[src/design/periodic_tick_dispatcher_core_assert.svh]
// Assertion macros shared by the RTL. Each expects clk and arst_n in scope.
`ifndef PERIODIC_TICK_DISPATCHER_CORE_ASSERT_SVH
`define PERIODIC_TICK_DISPATCHER_CORE_ASSERT_SVH

// Same-cycle implication, checked out of reset.
`define PTD_ASSERT_IMPL(lbl, ante, cons, msg) \
	lbl: assert property (@(posedge clk) disable iff (!arst_n) (ante) |-> (cons)) \
		else $error(msg);

// Implication that must hold in the following cycle.
`define PTD_ASSERT_NEXT(lbl, ante, cons, msg) \
	lbl: assert property (@(posedge clk) disable iff (!arst_n) (ante) |=> (cons)) \
		else $error(msg);

`endif

[src/design/ptd_pkg.sv]
`default_nettype none
package ptd_pkg;

	localparam int unsigned SLOTS_DEF = 64;
	localparam int unsigned DATA_W    = 32;
	localparam int unsigned STEP_W    = $clog2(DATA_W);
	localparam int unsigned SLOT_W    = 6;
	localparam int unsigned STATUS_W  = 2;
	localparam int unsigned OUT_W     = 48;

	typedef enum logic [STATUS_W-1:0] {
		STATUS_OK      = 2'd0,
		STATUS_OVERLAP = 2'd1,
		STATUS_FULL    = 2'd2,
		STATUS_SMALL   = 2'd3
	} status_t;

	typedef enum logic {
		ACT_ADD  = 1'b0,
		ACT_TICK = 1'b1
	} action_t;

	typedef enum logic [2:0] {
		ST_IDLE,
		ST_PREP,
		ST_SCAN,
		ST_LOAD,
		ST_DIV,
		ST_FIN
	} state_t;

	typedef struct packed {
		logic    load_item;
		logic    tick_inc;
		logic    rd_en;
		logic    div_start;
		logic    idx_inc;
		logic    set_hit;
		logic    commit;
		logic    set_status;
		status_t status_code;
		logic    out_load;
	} ptd_cmd_t;

	typedef struct packed {
		logic is_tick;
		logic small_period;
		logic tick_zero;
		logic idx_end;
		logic full;
		logic div_done;
		logic rem_zero;
		logic out_free;
	} ptd_sts_t;

endpackage
`default_nettype wire

[src/design/ptd_mod.sv]
`default_nettype none
module ptd_mod (
	input  wire logic                       clk,
	input  wire logic                       arst_n,
	input  wire logic                       start,
	input  wire logic [ptd_pkg::DATA_W-1:0] dividend,
	input  wire logic [ptd_pkg::DATA_W-1:0] divisor,
	output logic                            done,
	output logic                            rem_zero
);
	import ptd_pkg::*;

	logic              busy_q;
	logic              done_q;
	logic [STEP_W-1:0] cnt_q;
	logic [DATA_W-1:0] dvd_q;
	logic [DATA_W-1:0] dsr_q;
	logic [DATA_W-1:0] rem_q;
	logic [DATA_W:0]   trial;
	logic [DATA_W:0]   diff;

	// Restoring remainder, one dividend bit per cycle.
	assign trial = {rem_q, dvd_q[DATA_W-1]};
	assign diff  = trial - {1'b0, dsr_q};

	always_ff @(posedge clk or negedge arst_n) begin
		if (!arst_n) begin
			busy_q <= 1'b0;
			done_q <= 1'b0;
			cnt_q  <= '0;
		end else begin
			done_q <= 1'b0;
			if (start) begin
				busy_q <= 1'b1;
				cnt_q  <= '0;
			end else if (busy_q) begin
				cnt_q <= cnt_q + 1'b1;
				if (cnt_q == STEP_W'(DATA_W - 1)) begin
					busy_q <= 1'b0;
					done_q <= 1'b1;
				end
			end
		end
	end

	always_ff @(posedge clk) begin
		if (start) begin
			dvd_q <= dividend;
			dsr_q <= divisor;
			rem_q <= '0;
		end else if (busy_q) begin
			dvd_q <= {dvd_q[DATA_W-2:0], 1'b0};
			rem_q <= diff[DATA_W] ? trial[DATA_W-1:0] : diff[DATA_W-1:0];
		end
	end

	assign done     = done_q;
	assign rem_zero = (rem_q == '0);

endmodule
`default_nettype wire

[src/design/ptd_dp.sv]
`default_nettype none
module ptd_dp #(
	parameter int unsigned SLOTS = ptd_pkg::SLOTS_DEF
) (
	input  wire logic                         clk,
	input  wire logic                         arst_n,
	input  wire ptd_pkg::ptd_cmd_t            cmd,
	output ptd_pkg::ptd_sts_t                 sts,
	input  wire logic                         in_action,
	input  wire logic [ptd_pkg::DATA_W-1:0]   in_period,
	input  wire logic                         out_ready,
	output logic                              out_valid,
	output logic [ptd_pkg::STATUS_W-1:0]      out_status,
	output logic                              out_fired,
	output logic [ptd_pkg::SLOT_W-1:0]        out_slot,
	output logic [ptd_pkg::DATA_W-1:0]        out_elapsed
);
	import ptd_pkg::*;

	localparam int unsigned IDX_W = (SLOTS > 1) ? $clog2(SLOTS) : 1;
	localparam int unsigned CNT_W = $clog2(SLOTS + 1);

	logic [DATA_W-1:0] mem [SLOTS];

	logic              action_q;
	logic [DATA_W-1:0] period_q;
	logic [CNT_W-1:0]  idx_q;
	logic [CNT_W-1:0]  count_q;
	logic [DATA_W-1:0] tick_q;
	logic [DATA_W-1:0] bound_q;
	status_t           status_q;
	logic              hit_q;
	logic [DATA_W-1:0] rd_data_q;

	logic              out_valid_q;
	status_t           out_status_q;
	logic              out_fired_q;
	logic [SLOT_W-1:0] out_slot_q;
	logic [DATA_W-1:0] out_elapsed_q;

	logic              is_tick;
	logic              wrap;
	logic [DATA_W-1:0] op_dividend;
	logic [DATA_W-1:0] op_divisor;
	logic              div_done;
	logic              rem_zero;

	assign is_tick = (action_q == ACT_TICK);
	assign wrap    = is_tick && (tick_q > bound_q);

	// An add tests the larger of the two periods against the smaller one; a tick
	// tests the counter against the stored half-period.
	always_comb begin
		if (is_tick) begin
			op_dividend = tick_q;
			op_divisor  = {1'b0, rd_data_q[DATA_W-1:1]};
		end else if (rd_data_q > period_q) begin
			op_dividend = rd_data_q;
			op_divisor  = period_q;
		end else begin
			op_dividend = period_q;
			op_divisor  = rd_data_q;
		end
	end

	ptd_mod u_mod (
		.clk      (clk),
		.arst_n   (arst_n),
		.start    (cmd.div_start),
		.dividend (op_dividend),
		.divisor  (op_divisor),
		.done     (div_done),
		.rem_zero (rem_zero)
	);

	always_ff @(posedge clk) begin
		if (cmd.commit) begin
			mem[count_q[IDX_W-1:0]] <= period_q;
		end
		if (cmd.rd_en) begin
			rd_data_q <= mem[idx_q[IDX_W-1:0]];
		end
		if (cmd.load_item) begin
			action_q <= in_action;
			period_q <= in_period;
		end
	end

	always_ff @(posedge clk or negedge arst_n) begin
		if (!arst_n) begin
			idx_q    <= '0;
			count_q  <= '0;
			tick_q   <= '0;
			bound_q  <= '0;
			status_q <= STATUS_OK;
			hit_q    <= 1'b0;
		end else begin
			if (cmd.load_item) begin
				idx_q    <= '0;
				status_q <= STATUS_OK;
				hit_q    <= 1'b0;
			end else if (cmd.idx_inc) begin
				idx_q <= idx_q + 1'b1;
			end
			if (cmd.set_status) begin
				status_q <= cmd.status_code;
			end
			if (cmd.set_hit) begin
				hit_q <= 1'b1;
			end
			if (cmd.tick_inc) begin
				tick_q <= tick_q + 1'b1;
			end else if (cmd.out_load && wrap) begin
				tick_q <= '0;
			end
			if (cmd.commit) begin
				count_q <= count_q + 1'b1;
				if (period_q > bound_q) begin
					bound_q <= period_q;
				end
			end
		end
	end

	always_ff @(posedge clk or negedge arst_n) begin
		if (!arst_n) begin
			out_valid_q <= 1'b0;
		end else if (cmd.out_load) begin
			out_valid_q <= 1'b1;
		end else if (out_ready) begin
			out_valid_q <= 1'b0;
		end
	end

	always_ff @(posedge clk) begin
		if (cmd.out_load) begin
			out_status_q  <= status_q;
			out_fired_q   <= hit_q;
			out_slot_q    <= hit_q ? SLOT_W'(idx_q) : '0;
			out_elapsed_q <= wrap ? '0 : tick_q;
		end
	end

	assign sts.is_tick      = is_tick;
	assign sts.small_period = (period_q[DATA_W-1:1] == '0);
	assign sts.tick_zero    = (tick_q == '0);
	assign sts.idx_end      = (idx_q == count_q);
	assign sts.full         = (count_q == CNT_W'(SLOTS));
	assign sts.div_done     = div_done;
	assign sts.rem_zero     = rem_zero;
	assign sts.out_free     = !out_valid_q || out_ready;

	assign out_valid   = out_valid_q;
	assign out_status  = out_status_q;
	assign out_fired   = out_fired_q;
	assign out_slot    = out_slot_q;
	assign out_elapsed = out_elapsed_q;

endmodule
`default_nettype wire

[src/design/ptd_ctrl.sv]
`default_nettype none
module ptd_ctrl (
	input  wire logic              clk,
	input  wire logic              arst_n,
	input  wire logic              in_valid,
	output logic                   in_ready,
	input  wire ptd_pkg::ptd_sts_t sts,
	output ptd_pkg::ptd_cmd_t      cmd
);
	import ptd_pkg::*;

	state_t state_q;
	state_t state_nxt;

	always_ff @(posedge clk or negedge arst_n) begin
		if (!arst_n) begin
			state_q <= ST_IDLE;
		end else begin
			state_q <= state_nxt;
		end
	end

	always_comb begin
		state_nxt       = state_q;
		cmd             = '0;
		cmd.status_code = STATUS_OK;
		in_ready        = 1'b0;
		case (state_q)
			ST_IDLE: begin
				in_ready = 1'b1;
				if (in_valid) begin
					cmd.load_item = 1'b1;
					state_nxt     = ST_PREP;
				end
			end
			ST_PREP: begin
				cmd.tick_inc = sts.is_tick;
				state_nxt    = ST_SCAN;
			end
			ST_SCAN: begin
				if (!sts.is_tick && sts.small_period) begin
					cmd.set_status  = 1'b1;
					cmd.status_code = STATUS_SMALL;
					state_nxt       = ST_FIN;
				end else if (sts.is_tick && sts.tick_zero) begin
					state_nxt = ST_FIN;
				end else if (sts.idx_end) begin
					// The whole table has been walked without a match.
					if (!sts.is_tick) begin
						if (sts.full) begin
							cmd.set_status  = 1'b1;
							cmd.status_code = STATUS_FULL;
						end else begin
							cmd.commit = 1'b1;
						end
					end
					state_nxt = ST_FIN;
				end else begin
					cmd.rd_en = 1'b1;
					state_nxt = ST_LOAD;
				end
			end
			ST_LOAD: begin
				cmd.div_start = 1'b1;
				state_nxt     = ST_DIV;
			end
			ST_DIV: begin
				if (sts.div_done) begin
					if (sts.rem_zero) begin
						if (sts.is_tick) begin
							cmd.set_hit = 1'b1;
						end else begin
							cmd.set_status  = 1'b1;
							cmd.status_code = STATUS_OVERLAP;
						end
						state_nxt = ST_FIN;
					end else begin
						cmd.idx_inc = 1'b1;
						state_nxt   = ST_SCAN;
					end
				end
			end
			ST_FIN: begin
				if (sts.out_free) begin
					cmd.out_load = 1'b1;
					state_nxt    = ST_IDLE;
				end
			end
			default: begin
				state_nxt = ST_IDLE;
			end
		endcase
	end

endmodule
`default_nettype wire

[src/design/periodic_tick_dispatcher_core.sv]
// Periodic tick dispatcher.
// Input beats arrive on s_*: tuser[0] selects an add (0) or a one millisecond
// tick (1), and tdata carries the period for an add. Every input beat yields
// exactly one output beat on m_*, carrying the status, the fired flag and slot,
// and the tick counter after the item.
// One item is in flight at a time. Each stored entry examined costs a table
// read and a 32-step serial remainder; a full table holds 64 entries by
// default. A tick stops at its first matching slot, an add at its first
// overlap; a small period or a counter that wraps to zero skips the walk.
// The result sits in an output register, so s_tready returns as soon as the
// result has been loaded, even while m_tready is low. A stalled receiver only
// holds the block once a second result is ready to be loaded.
// Reset clears the entry count, the tick counter and the wrap bound; the
// period table itself needs no clearing as only written entries are read.
`default_nettype none
module periodic_tick_dispatcher_core #(
	parameter int unsigned SLOTS = ptd_pkg::SLOTS_DEF
) (
	input  wire logic                        clk,
	input  wire logic                        arst_n,
	input  wire logic                        s_tvalid,
	output logic                             s_tready,
	input  wire logic [ptd_pkg::DATA_W-1:0]  s_tdata,  // [31:0] period
	input  wire logic [0:0]                  s_tuser,  // [0] action
	output logic                             m_tvalid,
	input  wire logic                        m_tready,
	// [1:0] status, [2] fired, [8:3] fired_slot, [40:9] elapsed, rest zero
	output logic [ptd_pkg::OUT_W-1:0]        m_tdata
);
	import ptd_pkg::*;

	`include "periodic_tick_dispatcher_core_assert.svh"

	ptd_cmd_t          cmd;
	ptd_sts_t          sts;
	logic [STATUS_W-1:0] out_status;
	logic              out_fired;
	logic [SLOT_W-1:0] out_slot;
	logic [DATA_W-1:0] out_elapsed;

	ptd_ctrl u_ctrl (
		.clk      (clk),
		.arst_n   (arst_n),
		.in_valid (s_tvalid),
		.in_ready (s_tready),
		.sts      (sts),
		.cmd      (cmd)
	);

	ptd_dp #(
		.SLOTS (SLOTS)
	) u_dp (
		.clk         (clk),
		.arst_n      (arst_n),
		.cmd         (cmd),
		.sts         (sts),
		.in_action   (s_tuser[0]),
		.in_period   (s_tdata),
		.out_ready   (m_tready),
		.out_valid   (m_tvalid),
		.out_status  (out_status),
		.out_fired   (out_fired),
		.out_slot    (out_slot),
		.out_elapsed (out_elapsed)
	);

	assign m_tdata = {(OUT_W - DATA_W - SLOT_W - 1 - STATUS_W)'(0),
		out_elapsed, out_slot, out_fired, out_status};

	`PTD_ASSERT_NEXT(a_busy_after_accept, s_tvalid && s_tready, !s_tready,
		"input accepted while an item is still in progress")
	`PTD_ASSERT_IMPL(a_commit_not_full, cmd.commit, !sts.full,
		"period stored into a full table")
	`PTD_ASSERT_IMPL(a_no_result_overwrite, cmd.out_load, sts.out_free,
		"result loaded over one still waiting")
	`PTD_ASSERT_IMPL(a_fired_status_ok, m_tvalid && m_tdata[2],
		m_tdata[1:0] == STATUS_OK, "fired result with nonzero status")

endmodule
`default_nettype wire

[config.mk]
export PLATFORM = sky130hd
export DESIGN_NAME = periodic_tick_dispatcher_core
export DESIGN_NICKNAME = d
export VERILOG_FILES = /design/src/design/ptd_pkg.sv /design/src/design/ptd_mod.sv /design/src/design/ptd_dp.sv /design/src/design/ptd_ctrl.sv /design/src/design/periodic_tick_dispatcher_core.sv
export VERILOG_INCLUDE_DIRS = /design/src /design/src/design
export SDC_FILE = /design/constraint.sdc
export NUM_CORES = 2
export LEC_CHECK = 0
export ABC_AREA = 0
export BUFFER_PORTS_ARGS = -buffer_cell sky130_fd_sc_hd__buf_2
export CORE_MARGIN = 2
export CORE_UTILIZATION = 48
export CTS_CLUSTER_SIZE = 10
export DETAILED_ROUTE_END_ITERATION = 16
export PLACE_DENSITY = 0.66
export SLEW_MARGIN = 20
export SYNTH_ARGS = -nofsm -noshare
export SYNTH_HDL_FRONTEND = slang
export SYNTH_SLANG_ARGS = --single-unit
export TNS_END_PERCENT = 1
[constraint.sdc]
create_clock -name clk -period 5.2 [get_ports clk]
set_input_delay 0.52 -clock clk [delete_from_list [all_inputs] [get_ports clk]]
set_output_delay 0.52 -clock clk [all_outputs]
set_load 0.02 [all_outputs]
# Word-level counts from Yosys, hierarchy flattened
# Memory sizes are Yosys's and may differ from the RTL's. A register that Yosys moved wholly into a read port is not among the register bits.
# Index checks and enable logic that the tools add are counted.
# W data, S select, Z words.
totals:
  ff_bits: 262
  latchBits: 0
  mem_bits_rw: 2048
  mem_bits_ro: 0
  input_bits: 37
  output_inout_bits: 50
  elab_cells: 123
  mem_count: 1
mem_list:
  columns: ["memory", "words", "width", "rd", "rd_ports_with_merged_regs", "wr", "line_no", "source"]
  rows:
  - ["u_dp.mem", 64, 32, 1, 1, 1, "ptd_dp.sv:23", "logic [DATA_W-1:0] mem [SLOTS];"]
op_classes:
  add_sub_neg: 5
  n_mul: 0
  div_mod_pow: 0
  n_lt_le_gt_ge: 3
  eq_ne: 11
  shift: 0
  muxes: 63
  n_bitwise: 0
  reduce_logical: 19
ops:
  columns: ["op", "n"]
  rows:
  - ["$mux W32", 8]
  - ["$gt A32 B32 Y1", 3]
  - ["$logic_not A32 Y1", 2]
  - ["$mux W3", 12]
  - ["$sub A33 B32 Y33", 1]
  - ["$add A32 B1 Y32 const B", 1]
  - ["$logic_not A31 Y1", 1]
  - ["$mux W31", 1]
  - ["$mux W1", 29]
  - ["$pmux W3 S6", 1]
  - ["$add A7 B1 Y7 const B", 2]
  - ["$mux W7", 2]
  - ["$mux W4", 3]
  - ["$reduce_bool A2 Y1", 6]
  - ["$mux W5", 2]
  - ["$mux W2", 4]
  - ["$eq A7 B7 Y1", 1]
  - ["$eq A7 B7 Y1 const B", 1]
  - ["$eq A3 B2 Y1 const B", 2]
  - ["$eq A3 B3 Y1 const B", 2]
  - ["$pmux W3 S2", 1]
  - ["$add A5 B1 Y5 const B", 1]
  - ["$eq A5 B5 Y1 const B", 1]
  - ["$logic_and A1 B1 Y1", 4]
  - ["other kinds (8)", 10]

# Logic depth before layout (Yosys ltp)
logic_depth:
  word_depth: 9
  depth_mapped: 14

# Cells and area by module
# Synthesis repeated with hierarchy kept, for this count alone.
unflattened:
  hier_cells: 4694
  hier_area_um2: 95057.4
modules_own_cells:
  columns: ["mod", "instances", "cells_per_inst", "area_each_um2", "seq_area_each_um2"]
  rows:
  - ["ptd_dp", 1, 4059, 88643.8, 66734.0]
  - ["ptd_mod", 1, 583, 6009.5, 2737.6]
  - ["ptd_ctrl", 1, 43, 340.3, 75.1]
  - ["periodic_tick_dispatcher_core", 1, 9, 63.8, 0.0]

# Worst setup path after synthesis
# Ideal clock, no wire load.
synth_path:
  path_type: "register -> register"
  startpoint: "register u_dp.period_q[25]"
  endpoint: "register u_dp.rd_data_q[0], read port of u_dp.mem (enable)"
  arrival_ns: 4.795
  required_ns: 4.698
  slack_ns: -0.097
  path_stages_with_launch: 6
  period_less_slack_ns: 5.297
  path_cell_list: "edfxtp_1 nor4_1 nand4_1 nor2_1 a211o_1 nor4_1"
synth_lines:
  columns: ["item", "line_no", "source"]
  rows:
  - ["start: declaration", "ptd_dp.sv:26", "logic [DATA_W-1:0] period_q;"]
  - ["start signal: assignment", "ptd_dp.sv:85", "period_q <= in_period;"]
  - ["end: declaration", "ptd_dp.sv:33", "logic [DATA_W-1:0] rd_data_q;"]

# Worst setup path in the final report
layout_path:
  startpoint: "register u_dp.period_q[29]"
  endpoint: "memory u_dp.mem[36][13] (enable)"
layout_via:
  elab_chain_cells: 6
layout_lines:
  columns: ["item", "line_no", "source"]
  rows:
  - ["$logic_not A31 Y1", "ptd_dp.sv:145", "assign sts.small_period = (period_q[DATA_W-1:1] == '0);"]
  - ["$logic_and A1 B1 Y1", "ptd_ctrl.sv:41", "if (!sts.is_tick && sts.small_period) begin"]
  - ["$mux W1", "ptd_ctrl.sv:41", null]
  - ["$mux W1", "ptd_ctrl.sv:28", "case (state_q)"]
  - ["$mux W1", "ptd_dp.sv:77", "if (cmd.commit) begin"]
  - ["$mux W1 (not written as such)", "ptd_dp.sv:78", "mem[count_q[IDX_W-1:0]] <= period_q;"]
  - ["end: declaration", "ptd_dp.sv:23", null]
# Every way passes these cells.

==> flow_summary.ini <==
[status]
outcome = finished clean

[global_route]
grt_pass1_vias = 47600
grt_pass1_wl_um = 346000
antenna_found_initial = 19
grt_remaining_overflow = 0
track_usage_pct = 24.31
grt_max_degree = 143

[synthesis]
synth_area_um2 = 94800
ys_top_cells_by_area = edfxtp_1 70%, mux4_2 16%, dfrtp_1 2.4%, ha_1 1.8%, mux2i_1 1.3%
synth_top_cell_by_area = edfxtp_1
synth_top_cells_by_count = 2218 x edfxtp_1, 672 x mux4_2, 156 x clkbuf_1
synthCells = 4631
syn_avg_cell_area_um2 = 20.47
ys.flop_type = edfxtp_1
synth_top_area_share_pct = 70.25
ys_ff_latch = 2342
async_flop_share_pct = 3.928
ys_types = 78
synth_edf_count = 2218
yosysMostFrequentCell = edfxtp_1
ys_warn_count = 0
yosysSeqAreaShare_pct = 73.36

[pwr]
ir_drop_mv = 0.3066
leakagePower_uw = 0.03445
powerDensity_nw_per_um2 = 443.5
power.total_uw = 47890

[timing]
fin_crit_sh_pct = 85.09
tns_ps = 0
grt_setup_unrepaired = false
setup_violations = 0
fmaxAchievable_mhz = 226.0
drv_slew = 0
min_period_ps = 4425
hold_viol_final = 0
relSlewSlack_pct = 24.80
tightest_slew_ps = 1128
skew_ps = 64.79

[placed_design]
dpl_cell_area_um2 = 99900
hpwlAfterDp_um = 143700
numPortBuffers = 79
place_congestion = 0.8877

[worst_setup_path]
r2r_slack_ps = 780
critical_path_buf_inv_count = 1
slowest_stage = edfxtp_1
cp_top_family = simple AND/OR/NAND/NOR gates
critPathKind = reg2reg
crit_chain = nor4_1 -> nand4_1 -> nor2_1 -> or3_1 -> nor2_2 -> nand2_1 -> nor2_4 -> buf_4
cp_data_required_time_ps = 5780
start_kind = register
crit_fanout = 33
slowest_delay_ps = 1090
end_kind = register
cp.arrival_ps = 5010

[finish]
ff_latch_area_um2 = 69560
drive_gt1_share_pct = 26.72
final_nets = 5151
multi_input_area_um2 = 24350
n_fill_cell = 14670
area_growth_syn_to_layout_pct = 13.91
final_area_um2 = 108000

[die]
core_area_um2 = 196800
initial_core_util_pct = 48.17
die_x_um = 448.4
die_y_um = 448.4
std_cell_rows = 163
dieArea_um2 = 201100
ioPinCount = 87

[worst_hold_path]
hold_path_class = in2reg

[routing]
route.detailed.drc = 0
viasPerCell = 6.245
ant_nets = 0
vias = 48030
dr.pass1.iters = 6
drt-total-wl_um = 242500
drtIter0Drc = 5963
wl_per_cell_um = 31.52

[clock_network]
cts_tree = done
path_clk_slew_ps = 50
cts-root-buf = clkbuf_16
htreeDepth = 5
cts_max_path_buffers = 4
clk-insertion-delay-late_ps = 900
clock-sinks = 2342
cts_resized = 0
cts_buffers = 288

[run]
maxCapViolations = 0
-- layout by cell type, fill, tap and decap left out, drive strengths merged, types with 46 or more instances in the layout --
| cell | instances |
|---|---|
| a21oi | 109 |
| clkbuf | 348 |
| mux4 | 672 |
| inv | 119 |
| buf | 264 |
| a21o | 46 |
| edfxtp | 2218 |
| nand2 | 98 |
| ha | 135 |
| mux2i | 121 |
| o21ai | 143 |
| nand4 | 50 |
| nor2 | 150 |
| dfrtp | 92 |
-- final cells by class --
class	count	area share, %
flip-flops and latches	2342	64.42
repair buffers	299	2.442
well taps	2640	3.059
clock buffers	348	7.019
inverters	114	0.3963
multi-input cells	1933	22.55
clock inverters	13	0.1135
diodes	2	0.004635
-- flip-flops by register name, indices dropped and copies added (netlist names) --
signal,cells
u_dp.status_q,2
u_dp.out_elapsed,32
u_dp.u_mod.busy_q,1
u_dp.action_q,1
u_dp.out_valid,1
u_dp.out_slot,6
u_dp.count_q,7
u_dp.tick_q,32
u_dp.u_mod.done,1
u_dp.out_status,2
u_dp.bound_q,32
u_dp.mem,2048
u_dp.out_fired,1
u_dp.u_mod.rem_q,32
u_ctrl.state_q,3
u_dp.u_mod.dsr_q,32
u_dp.u_mod.dvd_q,32
u_dp.rd_data_q,32
u_dp.u_mod.cnt_q,5
u_dp.period_q,32
u_dp.hit_q,1
u_dp.idx_q,7
-- worst paths after layout --
path,from,endpoint,cells past startpoint
worst max-delay path,u_dp.period_q[29]$_DFFE_PP_,u_dp.mem[36][13]$_DFFE_PP_,8
worst min-delay path,s_tvalid,u_dp.hit_q$_DFFE_PN0P_,4
worst max register to register,u_dp.period_q[29]$_DFFE_PP_,u_dp.mem[36][13]$_DFFE_PP_,8
worst min register to register,u_dp.status_q[0]$_DFFE_PN0P_,u_dp.out_status[0]$_DFFE_PP_,0
max in group asynchronous,arst_n,u_dp.idx_q[3]$_DFFE_PN0P_,3
min in group asynchronous,arst_n,u_dp.tick_q[7]$_DFFE_PN0P_,2
-- kinds of logic after synthesis --
kind of cell	count (synthesis)	synth area share, %
buf+inv	362	1.580
flops	2342	73.36
fa+ha+maj	136	1.803
xor+xnor	65	0.6084
mux	794	17.25
other cells	1	0.003956
simple gates	537	2.875
compound gates	394	2.518
-- report_power, final --
part | internal (uW) | total (uW) | switching (uW)
clock | 10200 | 17100 | 7000
combinational | 2550 | 7170 | 4620
sequential | 22500 | 23600 | 1070
total | 35200 | 47900 | 12700
-- tightest hold or removal path: stages --
cell and delay [ps]:
buf_2 160, nand2_1 170, nand2_1 70, o21ai_0 80
-- through the flow --
stage                     setup WS [ps]  cells  hold slack (ps)  utilization (%)
after floorplan                    1049   4637            224.4                -
after global placement            825.5   7292            432.6            50.76
after detailed placement          774.7   7292            436.2            50.76
after CTS                         729.3   7688            129.1            54.85
after global routing              657.2   7689            179.3            54.87
final                             775.5   7691            175.4            54.87
-- routing by layer --
metal | share of wire, % | vias to the layer above | global-route usage (%)
met3 | 11 | 377 | 7.596
met1 | 40 | 25480 | 34.40
met2 | 47 | 2373 | 37.06
met4 | 2.1 | 6 | 5.959
li1 | - | 19790 | -
met5 | 0.020 | - | 0
-- timing repair --
| action | CTS | global route |
|---|---|---|
| buffers inserted | 0 | 0 |
| hold buffers | 35 | 0 |
| hold endpoints to repair | 87 | 0 |
| setup endpoints to repair | 0 | 0 |
Power figures use the tool's default switching activity.
